[src/hw/rtl/lkvc_pkg.sv]
// Shared types and constants for the LRU key-value cache.
package lkvc_pkg;

    // Default sizing for the top-level parameters
    localparam int DEF_MAX_ENTRIES = 16;
    localparam int DEF_KEY_WIDTH   = 32;
    localparam int DEF_VALUE_WIDTH = 32;

    // Capacity register: fixed width and reset value
    localparam int          CAP_W     = 5;
    localparam logic [4:0]  CAP_RESET = 5'd16;

    // Request kinds carried on the slave tuser
    typedef enum logic [1:0] {
        KIND_SET    = 2'd0,
        KIND_GET    = 2'd1,
        KIND_EXISTS = 2'd2,
        KIND_NOP    = 2'd3
    } t_kind;

    // Result flags from the store to the output stage
    typedef struct packed {
        logic evicted;
        logic hit;
    } t_flags;

endpackage

[src/hw/rtl/lkvc_store.sv]
// Entry store: key CAM, value array, recency ranks and their update.
module lkvc_store
    import lkvc_pkg::*;
#(
    parameter int MAX_ENTRIES = DEF_MAX_ENTRIES,
    parameter int KEY_WIDTH   = DEF_KEY_WIDTH,
    parameter int VALUE_WIDTH = DEF_VALUE_WIDTH
) (
    input  logic                   i_clk,
    input  logic                   i_rst_n,
    input  logic                   i_go,
    input  t_kind                  i_kind,
    input  logic [KEY_WIDTH-1:0]   i_key,
    input  logic [VALUE_WIDTH-1:0] i_write_value,
    input  logic [VALUE_WIDTH-1:0] i_default_value,
    input  logic [CAP_W-1:0]       i_capacity,
    output t_flags                 o_flags,
    output logic [VALUE_WIDTH-1:0] o_read_value
);

    localparam int IDX_W = $clog2(MAX_ENTRIES);
    localparam int CNT_W = $clog2(MAX_ENTRIES + 1);
    localparam int CMP_W = (CNT_W > CAP_W) ? CNT_W : CAP_W;

    logic [KEY_WIDTH-1:0]   r_key   [MAX_ENTRIES];
    logic [VALUE_WIDTH-1:0] r_value [MAX_ENTRIES];
    logic [IDX_W-1:0]       r_rank  [MAX_ENTRIES];
    logic [MAX_ENTRIES-1:0] r_valid;
    logic [CNT_W-1:0]       r_count;

    logic [MAX_ENTRIES-1:0] match;
    logic [MAX_ENTRIES-1:0] bump;
    logic                   any_hit;
    logic [IDX_W-1:0]       hit_idx;
    logic [IDX_W-1:0]       free_idx;
    logic [IDX_W-1:0]       victim_idx;
    logic [IDX_W-1:0]       tgt;
    logic [IDX_W-1:0]       tgt_rank;
    logic [IDX_W-1:0]       oldest_rank;
    logic [CMP_W-1:0]       cap_raw;
    logic [CMP_W-1:0]       cap_eff;
    logic                   full;
    logic                   do_set;
    logic                   do_promote;
    logic                   do_insert;

    // Compare the key against every entry and locate hit, free and victim slots
    always_comb begin
        oldest_rank = IDX_W'(r_count - CNT_W'(1));
        any_hit     = 1'b0;
        hit_idx     = '0;
        free_idx    = '0;
        victim_idx  = '0;
        for (int i = MAX_ENTRIES - 1; i >= 0; i--) begin
            match[i] = r_valid[i] && (r_key[i] == i_key);
            if (match[i]) begin
                any_hit = 1'b1;
                hit_idx = IDX_W'(i);
            end
            if (!r_valid[i]) begin
                free_idx = IDX_W'(i);
            end
        end
        // Ranks of valid entries form a permutation, so the oldest has rank count-1
        for (int i = 0; i < MAX_ENTRIES; i++) begin
            if (r_valid[i] && (r_rank[i] == oldest_rank)) begin
                victim_idx = IDX_W'(i);
            end
        end
    end

    // Clamp capacity into one to MAX_ENTRIES and check for a full store
    always_comb begin
        cap_raw = CMP_W'(i_capacity);
        if (cap_raw == '0) begin
            cap_eff = CMP_W'(1);
        end else if (cap_raw > CMP_W'(MAX_ENTRIES)) begin
            cap_eff = CMP_W'(MAX_ENTRIES);
        end else begin
            cap_eff = cap_raw;
        end
        full = CMP_W'(r_count) >= cap_eff;
    end

    // Pick the slot to touch and the entries that age by one
    always_comb begin
        do_set     = i_go && (i_kind == KIND_SET);
        do_promote = i_go && any_hit && ((i_kind == KIND_SET) || (i_kind == KIND_GET));
        do_insert  = do_set && !any_hit;
        if (any_hit) begin
            tgt = hit_idx;
        end else if (full) begin
            tgt = victim_idx;
        end else begin
            tgt = free_idx;
        end
        tgt_rank = r_rank[tgt];
        for (int i = 0; i < MAX_ENTRIES; i++) begin
            bump[i] = r_valid[i] && (IDX_W'(i) != tgt) &&
                      (!any_hit || (r_rank[i] < tgt_rank));
        end
    end

    // Form the result for this request
    always_comb begin
        o_flags.hit     = any_hit && (i_kind != KIND_NOP);
        o_flags.evicted = (i_kind == KIND_SET) && !any_hit && full;
        if (i_kind == KIND_GET) begin
            o_read_value = any_hit ? r_value[hit_idx] : i_default_value;
        end else begin
            o_read_value = '0;
        end
    end

    // Update valid bits, ranks and entry count
    always_ff @(posedge i_clk) begin
        if (!i_rst_n) begin
            r_valid <= '0;
            r_count <= '0;
            for (int i = 0; i < MAX_ENTRIES; i++) begin
                r_rank[i] <= '0;
            end
        end else begin
            if (do_promote || do_insert) begin
                for (int i = 0; i < MAX_ENTRIES; i++) begin
                    if (IDX_W'(i) == tgt) begin
                        r_rank[i] <= '0;
                    end else if (bump[i]) begin
                        r_rank[i] <= r_rank[i] + IDX_W'(1);
                    end
                end
            end
            if (do_insert) begin
                r_valid[tgt] <= 1'b1;
                if (!full) begin
                    r_count <= r_count + CNT_W'(1);
                end
            end
        end
    end

    // Write key and value on a set
    always_ff @(posedge i_clk) begin
        if (do_set) begin
            r_key[tgt]   <= i_key;
            r_value[tgt] <= i_write_value;
        end
    end

endmodule

[src/hw/rtl/lru_key_value_cache.sv]
// Top level of the LRU key-value cache: stream ports, capacity register, pipeline registers.
//
// Usage:
//   Requests enter on the slave stream: tuser carries the kind (set, get,
//   exists, nop), tdata carries key, write value and default value. Each request
//   gives one result on the master stream: tdata carries the read value,
//   tuser carries the hit and evicted flags.
//   The capacity register is written through its own valid/ready channel,
//   which is always ready; write it only while no request is in flight.
//   A request transfers into the input register, and its result is offered
//   once the result register has loaded it. Throughput: one request per
//   cycle while the receiver does not stall; the lookup, victim choice and
//   rank update over all entries are combinational between the registers.
//   Reset empties the store, clears all ranks and sets capacity to sixteen.
//   When the receiver stalls, the result register holds and the input
//   register still takes one more request; after that tready drops until
//   the result transfers.
module lru_key_value_cache
    import lkvc_pkg::*;
#(
    parameter int MAX_ENTRIES = DEF_MAX_ENTRIES,
    parameter int KEY_WIDTH   = DEF_KEY_WIDTH,
    parameter int VALUE_WIDTH = DEF_VALUE_WIDTH
) (
    input  logic                   i_clk,
    input  logic                   i_rst_n,
    // Capacity write channel
    input  logic                   i_cfg_valid,
    output logic                   o_cfg_ready,
    input  logic [CAP_W-1:0]       i_cfg_data,
    // Request stream
    input  logic                   i_s_tvalid,
    output logic                   o_s_tready,
    // tdata: key, write_value, default_value (lowest bits first), zero padded
    input  logic [((KEY_WIDTH + 2 * VALUE_WIDTH + 7) / 8) * 8 - 1:0] i_s_tdata,
    // tuser: kind
    input  logic [1:0]             i_s_tuser,
    // Result stream
    output logic                   o_m_tvalid,
    input  logic                   i_m_tready,
    // tdata: read_value, zero padded
    output logic [((VALUE_WIDTH + 7) / 8) * 8 - 1:0] o_m_tdata,
    // tuser: hit, evicted (lowest bit first)
    output logic [1:0]             o_m_tuser
);

    localparam int OUT_W = ((VALUE_WIDTH + 7) / 8) * 8;

    logic [CAP_W-1:0]       r_capacity;
    logic                   r_in_valid;
    t_kind                  r_in_kind;
    logic [KEY_WIDTH-1:0]   r_in_key;
    logic [VALUE_WIDTH-1:0] r_in_wval;
    logic [VALUE_WIDTH-1:0] r_in_dval;
    logic                   r_out_valid;
    logic [VALUE_WIDTH-1:0] r_out_value;
    t_flags                 r_out_flags;

    logic                   go;
    t_flags                 flags;
    logic [VALUE_WIDTH-1:0] read_value;

    // Process the held request when the result register is free or draining
    assign go          = r_in_valid && (!r_out_valid || i_m_tready);
    assign o_s_tready  = !r_in_valid || go;
    assign o_cfg_ready = 1'b1;

    // Hold the capacity register
    always_ff @(posedge i_clk) begin
        if (!i_rst_n) begin
            r_capacity <= CAP_RESET;
        end else if (i_cfg_valid) begin
            r_capacity <= i_cfg_data;
        end
    end

    // Capture a request on each transfer
    always_ff @(posedge i_clk) begin
        if (!i_rst_n) begin
            r_in_valid <= 1'b0;
        end else if (o_s_tready) begin
            r_in_valid <= i_s_tvalid;
        end
    end

    always_ff @(posedge i_clk) begin
        if (o_s_tready && i_s_tvalid) begin
            r_in_kind <= t_kind'(i_s_tuser);
            r_in_key  <= i_s_tdata[KEY_WIDTH-1:0];
            r_in_wval <= i_s_tdata[KEY_WIDTH +: VALUE_WIDTH];
            r_in_dval <= i_s_tdata[KEY_WIDTH + VALUE_WIDTH +: VALUE_WIDTH];
        end
    end

    lkvc_store #(
        .MAX_ENTRIES (MAX_ENTRIES),
        .KEY_WIDTH   (KEY_WIDTH),
        .VALUE_WIDTH (VALUE_WIDTH)
    ) u_store (
        .i_clk           (i_clk),
        .i_rst_n         (i_rst_n),
        .i_go            (go),
        .i_kind          (r_in_kind),
        .i_key           (r_in_key),
        .i_write_value   (r_in_wval),
        .i_default_value (r_in_dval),
        .i_capacity      (r_capacity),
        .o_flags         (flags),
        .o_read_value    (read_value)
    );

    // Advance the result register; hold it while the receiver stalls
    always_ff @(posedge i_clk) begin
        if (!i_rst_n) begin
            r_out_valid <= 1'b0;
        end else if (go) begin
            r_out_valid <= 1'b1;
        end else if (i_m_tready) begin
            r_out_valid <= 1'b0;
        end
    end

    always_ff @(posedge i_clk) begin
        if (go) begin
            r_out_value <= read_value;
            r_out_flags <= flags;
        end
    end

    assign o_m_tvalid = r_out_valid;
    assign o_m_tdata  = OUT_W'(r_out_value);
    assign o_m_tuser  = {r_out_flags.evicted, r_out_flags.hit};

endmodule

[config.mk]
export PLATFORM = sky130hd
export DESIGN_NAME = lru_key_value_cache
export DESIGN_NICKNAME = d
export VERILOG_FILES = /design/src/hw/rtl/lkvc_pkg.sv /design/src/hw/rtl/lkvc_store.sv /design/src/hw/rtl/lru_key_value_cache.sv
export SDC_FILE = /design/constraint.sdc
export NUM_CORES = 2
export LEC_CHECK = 0
export BUFFER_PORTS_ARGS = -buffer_cell sky130_fd_sc_hd__buf_2
export CAP_MARGIN = 20
export CORE_MARGIN = 10
export CORE_UTILIZATION = 70
export CTS_BUF_LIST = sky130_fd_sc_hd__clkbuf_8
export CTS_CLUSTER_DIAMETER = 150
export DETAILED_ROUTE_END_ITERATION = 10
export HOLD_SLACK_MARGIN = 0.1
export PLACE_DENSITY = 0.91
export SLEW_MARGIN = 5
export SYNTH_ARGS = -nofsm -noshare
export SYNTH_HDL_FRONTEND = slang
export SYNTH_SLANG_ARGS = --single-unit
[constraint.sdc]
create_clock -name i_clk -period 13.9 [get_ports i_clk]
set_input_delay 1.39 -clock i_clk [delete_from_list [all_inputs] [get_ports i_clk]]
set_output_delay 1.39 -clock i_clk [all_outputs]
set_load 0.03 [all_outputs]
Word-level counts from Yosys, hierarchy flattened
Memory sizes are Yosys's and may differ from the RTL's.
Index checks and enable logic that the tools add are counted.
{"block": "word_totals", "reg_bits": 160, "ramBits": 1088, "inputBits": 108, "out_inout_bits": 37, "elab_cells": 503, "n_memories": 3}
{"name": "u_store.r_key", "depth": 16, "word_bits": 32, "rd": 16, "rd_clocked_by_memory_dff": 0, "wr": 1, "line": "lkvc_store.sv:25", "rtl": "logic [KEY_WIDTH-1:0] r_key [MAX_ENTRIES];"}
{"name": "u_store.r_value", "depth": 16, "word_bits": 32, "rd": 1, "rd_clocked_by_memory_dff": 0, "wr": 1, "line": "lkvc_store.sv:26", "rtl": "logic [VALUE_WIDTH-1:0] r_value [MAX_ENTRIES];"}
{"name": "u_store.r_rank", "depth": 16, "word_bits": 4, "rd": 17, "rd_clocked_by_memory_dff": 0, "wr": 16, "line": "lkvc_store.sv:27", "rtl": "logic [IDX_W-1:0] r_rank [MAX_ENTRIES];"}
{"block": "op_classes", "addsub": 18, "order_cmp": 20, "eq_ne": 63, "n_mux": 251, "n_bitwise": 34, "reduce_logical": 102}
{"operator": "== test 32 bit", "n": 16}
{"operator": "two-way mux 4 bit", "n": 74}
{"operator": "two-way mux 1 bit", "n": 167}
{"operator": "logical AND 1 bit", "n": 73}
{"operator": "adder 4 x 1 -> 4 bit (second input constant)", "n": 16}
{"operator": "< comparator 4 bit", "n": 16}
{"operator": "== test 4 bit", "n": 15}
{"operator": "== test 4 bit (first input constant)", "n": 8}
{"operator": "two-way mux 32 bit", "n": 1}
{"operator": "inequality test 4 bit (first input constant)", "n": 8}
{"operator": "OR 1 bit", "n": 32}
{"operator": "logical OR 1 bit", "n": 20}
{"operator": "== test 3 x 4 -> 1 bit (first input constant)", "n": 4}
{"operator": "inequality test 3 x 4 -> 1 bit (first input constant)", "n": 4}
{"operator": "OR 16 bit", "n": 1}
{"operator": "two-way mux 3 bit", "n": 4}
{"operator": "two-way mux 5 bit", "n": 2}
{"operator": "== test 2 x 4 -> 1 bit (first input constant)", "n": 2}
{"operator": "inequality test 2 x 4 -> 1 bit (first input constant)", "n": 2}
{"operator": "adder 5 x 1 -> 5 bit (second input constant)", "n": 1}
{"operator": ">= comparator 5 bit", "n": 1}
{"operator": "greater-than comparator 5 bit (second input constant)", "n": 1}
{"operator": "zero test 5 bit", "n": 1}
{"operator": "< comparator 4 x 5 -> 1 bit (second input constant)", "n": 1}
{"operator": "other kinds (15)", "n": 18}

Longest topological paths before layout
An unclocked memory read counts as a cell.
{"block": "depth", "word_depth": 30, "depth_mapped": 28, "mapped_depth_nobuf": 24}

Modules after synthesis
From an unflattened synthesis, not the netlist that was laid out.
{"block": "unflattened", "hier_cells": 3738, "hier_area_um2": 55395.6}
{"mod": "lkvc_store", "n_inst": 1, "cells_each": 3579, "area_each_um2": 51126.5, "seq_area_each_um2": 33091.7}
{"mod": "lru_key_value_cache", "n_inst": 1, "cells_each": 159, "area_each_um2": 4269.1, "seq_area_each_um2": 4103.9}

Least setup slack after synthesis
Ideal clock, no wire load.
{"block": "synth_timing", "path_type": "reg-to-reg", "startpoint": "reg u_store.r_count[0]", "endpoint": "mem u_store.r_key[4][0] (netlist name), enable pin", "setup_time_ps": 564, "t_arrival_ps": 8151, "required_ps": 13336, "setup_slack_ps": 5185, "path_stages_with_launch": 18, "n_path_buf": 6, "period_less_slack_ps": 8715, "path_cell_list": "dfxtp_1 > buf_2 > buf_2 > inv_1 > ha_1 > clkbuf_1 > buf_2 > xor2_1 > nand3_1 > nor3_1 > a221oi_1 > a211o_1 > and4_1 > clkbuf_1 > nor2_1 > clkbuf_1 > nand2_1 > nor3_1"}
{"block": "synth_via", "elab_chain_len": 20, "word_cells_on_any_way": 49, "cone_classes": "1 x add/sub; 1 x order compare; 15 x eq/ne; 17 x mux; 15 x reduce/logical"}
{"item": "start: declaration", "line": "lkvc_store.sv:29", "rtl": "logic [CNT_W-1:0] r_count;"}
{"item": "start signal: assignment", "line": "lkvc_store.sv:136", "rtl": "r_count <= r_count + CNT_W'(1);"}
{"item": "subtractor 4 x 1 -> 4 bit *", "line": "lkvc_store.sv:49", "rtl": "oldest_rank = IDX_W'(r_count - CNT_W'(1));"}
{"item": "via u_store.oldest_rank[0]", "line": "lkvc_store.sv:39", "rtl": "logic [IDX_W-1:0] oldest_rank;"}
{"item": "== test 4 bit", "line": "lkvc_store.sv:66", "rtl": "if (r_valid[i] && (r_rank[i] == oldest_rank)) begin"}
{"item": "logical AND 1 bit", "line": "lkvc_store.sv:66"}
{"item": "two-way mux 1 bit", "line": "lkvc_store.sv:66"}
{"item": "two-way mux 2 bit (2 in series)", "line": "lkvc_store.sv:66"}
{"item": "two-way mux 3 bit (4 in series)", "line": "lkvc_store.sv:66"}
{"item": "two-way mux 4 bit (7 in series)", "line": "lkvc_store.sv:66"}
{"item": "two-way mux 4 bit *", "line": "lkvc_store.sv:66"}
{"item": "two-way mux 4 bit *", "line": "lkvc_store.sv:92", "rtl": "end else if (full) begin"}
{"item": "two-way mux 4 bit *", "line": "lkvc_store.sv:90", "rtl": "if (any_hit) begin"}
{"item": "end: declaration", "line": "lkvc_store.sv:25"}
Mark *: on every way through the listed nets, which the timed path passes. The rest lies on a longest branch.

==> run summary <==
status: finished clean
Power Dens Cells: 123 mW/mm^2
Clk Latency, worst-skew pair: 0.88 ns
worst hold path class: reg2reg
max-cap viol count: 0
NumNets Final: 4273
Yosys Warn Count: 0
Yosys cell types: 79
hold path endpoint: r_capacity[0]
Hold Fails Final Rpt: 0
met3 Usage GRT: 7.75%
drt pass-1 iters: 8
Remaining DRCs: 0
vias per cell: 6.82
flop-to-flop setup slack: 5.73 ns
port bufs: 143
Initial Utilization: 70.6%
clock tree buffer depth: 3
via count: 36.2k
die area: 0.0916 mm^2
RSZ-0062 raised after global routing: no
clock sink total: 1248
register area share after synthesis: 66.5%
Critical R2R Launch: r_in_key[15]
row count: 103
Synth Area in Compound Gates: 6.58%
met1 Track Usage GR: 42.6%
maximum vdd drop: 106 uV
M2 GR Usage: 50.2%
clk_skew: 0.0620 ns
Max Slew Vio Count: 0
GR Util All Layers: 32.2%
WHS: 0.517 ns
Period Utilization, post-route: 58.8%
Inserted Clock Buffers: 187
largest net degree at the start of global routing: 161
CTS resizes: 0
grt ovf: 0
Root Buffer: clkbuf_8
most frequent cells after synthesis: 1220 x edfxtp_1, 400 x xor2_1, 228 x nor2_1, 180 x xnor2_1, 170 x a21oi_1
worst-path cell with the longest stage delay: or2_4
Worst slew margin: 21.9%
core outline area: 0.0791 mm^2
Synth async-reset ratio: 0%
post-synth top area cell: edfxtp_1
element type at the critical path end: register
Post-Synthesis Cells: 3887
Cell Chain, Critical Path: buf_4 -> xor2_1 -> nor4_1 -> nand4_1 -> or4_4 -> nand4_2 -> or2_4 -> nor4_1 -> or2_1 -> and2_1 -> a211oi_1 -> a21oi_1 -> a211o_1 -> o21ai_1 -> buf_4 -> ha_1 -> a2111oi_0 -> nand2_1 -> o311ai_1
Die Wd: 303 um
#FFs+latches synth: 1248
cell family with most CP delay: simple AND/OR/NAND/NOR gates
Setup CP Type: reg2reg
Routed Antenna Nets: 0
most used routing layer in global routing: met2
top cell type's share of synthesized area: 65.5%
final worst path period need: 8.17 ns
Placer Congestion: 0.938
synthesized netlist net count: 4066
Critical Path AT: 8.64 ns
crit path buf inv count: 2
Synth Flop Type: edfxtp_1
synthesis-to-layout area growth: 9.60%
Worst Tran Pin Value: 1.17 ns
layout cells sized above 1: 13.3%
EDFF count, synth: 1220
Mapped Area: 0.0559 mm^2
H-Tree Level Count: 4
I/O Pins: 145
vias in the first global route: 36.4k
Avg WL per Cell: 28.1 um
xor/xnor share of the synthesized area: 9.91%
number of DRC markers in iteration 0: 4972
Leak: 0.0209 uW
reg2reg end: u_store.r_rank[10][2]
die height: 303 um
initial antenna violation count: 5
largest family of logic cells by synthesized area: XOR/XNOR gates
FF-to-FF path depth: 19
Synth area leaders: edfxtp_1 66%, xor2_1 6.3%, xnor2_1 2.8%, mux2i_1 2.7%, a211oi_1 2.0%
Max Fclk: 122 MHz
Synth Area in Adders: 1.59%
clock-pin slew on the worst setup and hold paths: 0.07 ns
Avg Cell Area, Syn: 14.4 um^2
crit start category: register
Worst path max stage delay: 0.88 ns
post-CTS setup repair buffer count: 0
first-pass GRT wire length: 222000 um
cts-stage hold buffer count: 0
Synth Area in Simple Gates: 9.24%
Critical Path Fanout Max: 69
final setup violation count: 0
DPL Wire Length: 84600 um
CTS tree: built
Layout fillers: 4264
WHS Path Cells: 2
WL final: 149000 um
Req. time, crit path: 14.37 ns
multiplexer area fraction after synthesis: 4.09%
TNS Setup: 0 ns
HP Start: r_capacity[0]
count leader, synth: edfxtp_1
kinds of logic (layout without fill, tap and decap cells):
group | count (synthesis) | count (layout)
xor gates and xnor gates | 600 | 600
muxes | 220 | 220
other | 1 | 3
AOI/OAI and AO/OA | 548 | 548
DFF | 1248 | 1248
and+or+nand+nor | 959 | 959
buffers and inverters | 240 | 603
adders and majority gates | 71 | 71
routing by layer:
layer | part of all wire (%) | wire [um]
met3 | 12 | 17900
met4 | 4.8 | 7160
met5 | 0.0060 | 9
met2 | 46 | 69300
met1 | 37 | 54800
worst register-to-register path, cell delays in order, from the launching register on:
cell and delay [ns]:
edfxtp_1 0.77, buf_4 0.47, xor2_1 0.17, nor4_1 0.25, nand4_1 0.19, or4_4 0.63
nand4_2 0.27, or2_4 0.88, nor4_1 0.22, or2_1 0.65, and2_1 0.34, a211oi_1 0.21
a21oi_1 0.07, a211o_1 0.33, o21ai_1 0.32, buf_4 0.37, ha_1 0.30, a2111oi_0 0.63
nand2_1 0.13, o311ai_1 0.61
layout make-up:
class	count	area, um^2	share of cell area (%)
sequential	1248	37200	60.7
clock inverter	152	838	1.37
tap	1050	1310	2.14
timing repair buffer	221	1380	2.25
antenna	2	5.00	0.00817
multi-input combinational	2399	17700	29.0
inverter	37	139	0.227
clock buffer	193	2660	4.34
flip-flops by register name, summed over array words and instances, names as in the netlist, 16 cells and up:
name and flops:
r_in_dval 32, o_m_tdata 32, u_store.r_value 512, u_store.r_valid 16
r_in_key 32, u_store.r_key 512, r_in_wval 32, u_store.r_rank 64
cell usage in the layout (no fill, tap or decap), types with 42 or more instances in the layout:
cell,synthesis,final
edfxtp_1,1220,1220
xor2_1,400,400
nor2_1,228,214
clkbuf_8,0,193
xnor2_1,180,180
a21oi_1,170,170
nor4_1,165,165
mux2i_1,153,153
a211oi_1,148,147
buf_2,73,143
inv_1,36,107
nand2_1,96,94
nand4_1,89,89
nand3_1,86,86
o21ai_0,83,79
ha_1,71,71
buf_4,10,71
nor2b_1,68,68
mux2_2,67,67
nor3_1,70,66
nand2b_1,42,42
worst max-delay path by stage:
stage | from | endpoint | slack (ns) | cells after the start
after CTS | u_store.r_count[0] | u_store.r_rank[10][2] | 5.94 | 19
after global routing | r_in_key[15] | u_store.r_rank[10][1] | 5.51 | 19
final | r_in_key[15] | u_store.r_rank[10][2] | 5.73 | 19
after global placement | u_store.r_count[0] | u_store.r_rank[10][0] | 6.16 | 19
after detailed placement | u_store.r_count[0] | u_store.r_rank[10][1] | 5.99 | 19
after floorplan | u_store.r_count[0] | u_store.r_key[4][0] | 5.18 | 17
power by group:
part / total (uW) / internal (uW) / switching (uW) / leakage, uW
logic: 474 / 150 / 324 / 0.00748
registers: 4220 / 4170 / 49.0 / 0.0114
clock network: 2820 / 1350 / 1460 / 0.00206
through the flow:
| step | area, um^2 | setup WS (ns) | instances | total power [uW] | util, % |
|---|---|---|---|---|---|
| floorplan | 55900 | 5.18 | 3887 | 4590 | - |
| global placement | 57700 | 6.16 | 4949 | 4740 | 72.9 |
| detailed placement | 57700 | 5.99 | 4949 | 4760 | 72.9 |
| CTS | 61200 | 5.94 | 5294 | 7510 | 77.3 |
| global route | 61300 | 5.51 | 5301 | 7730 | 77.4 |
| finish | 61300 | 5.73 | 5302 | 7510 | 77.4 |
Power figures use the tool's default switching activity.
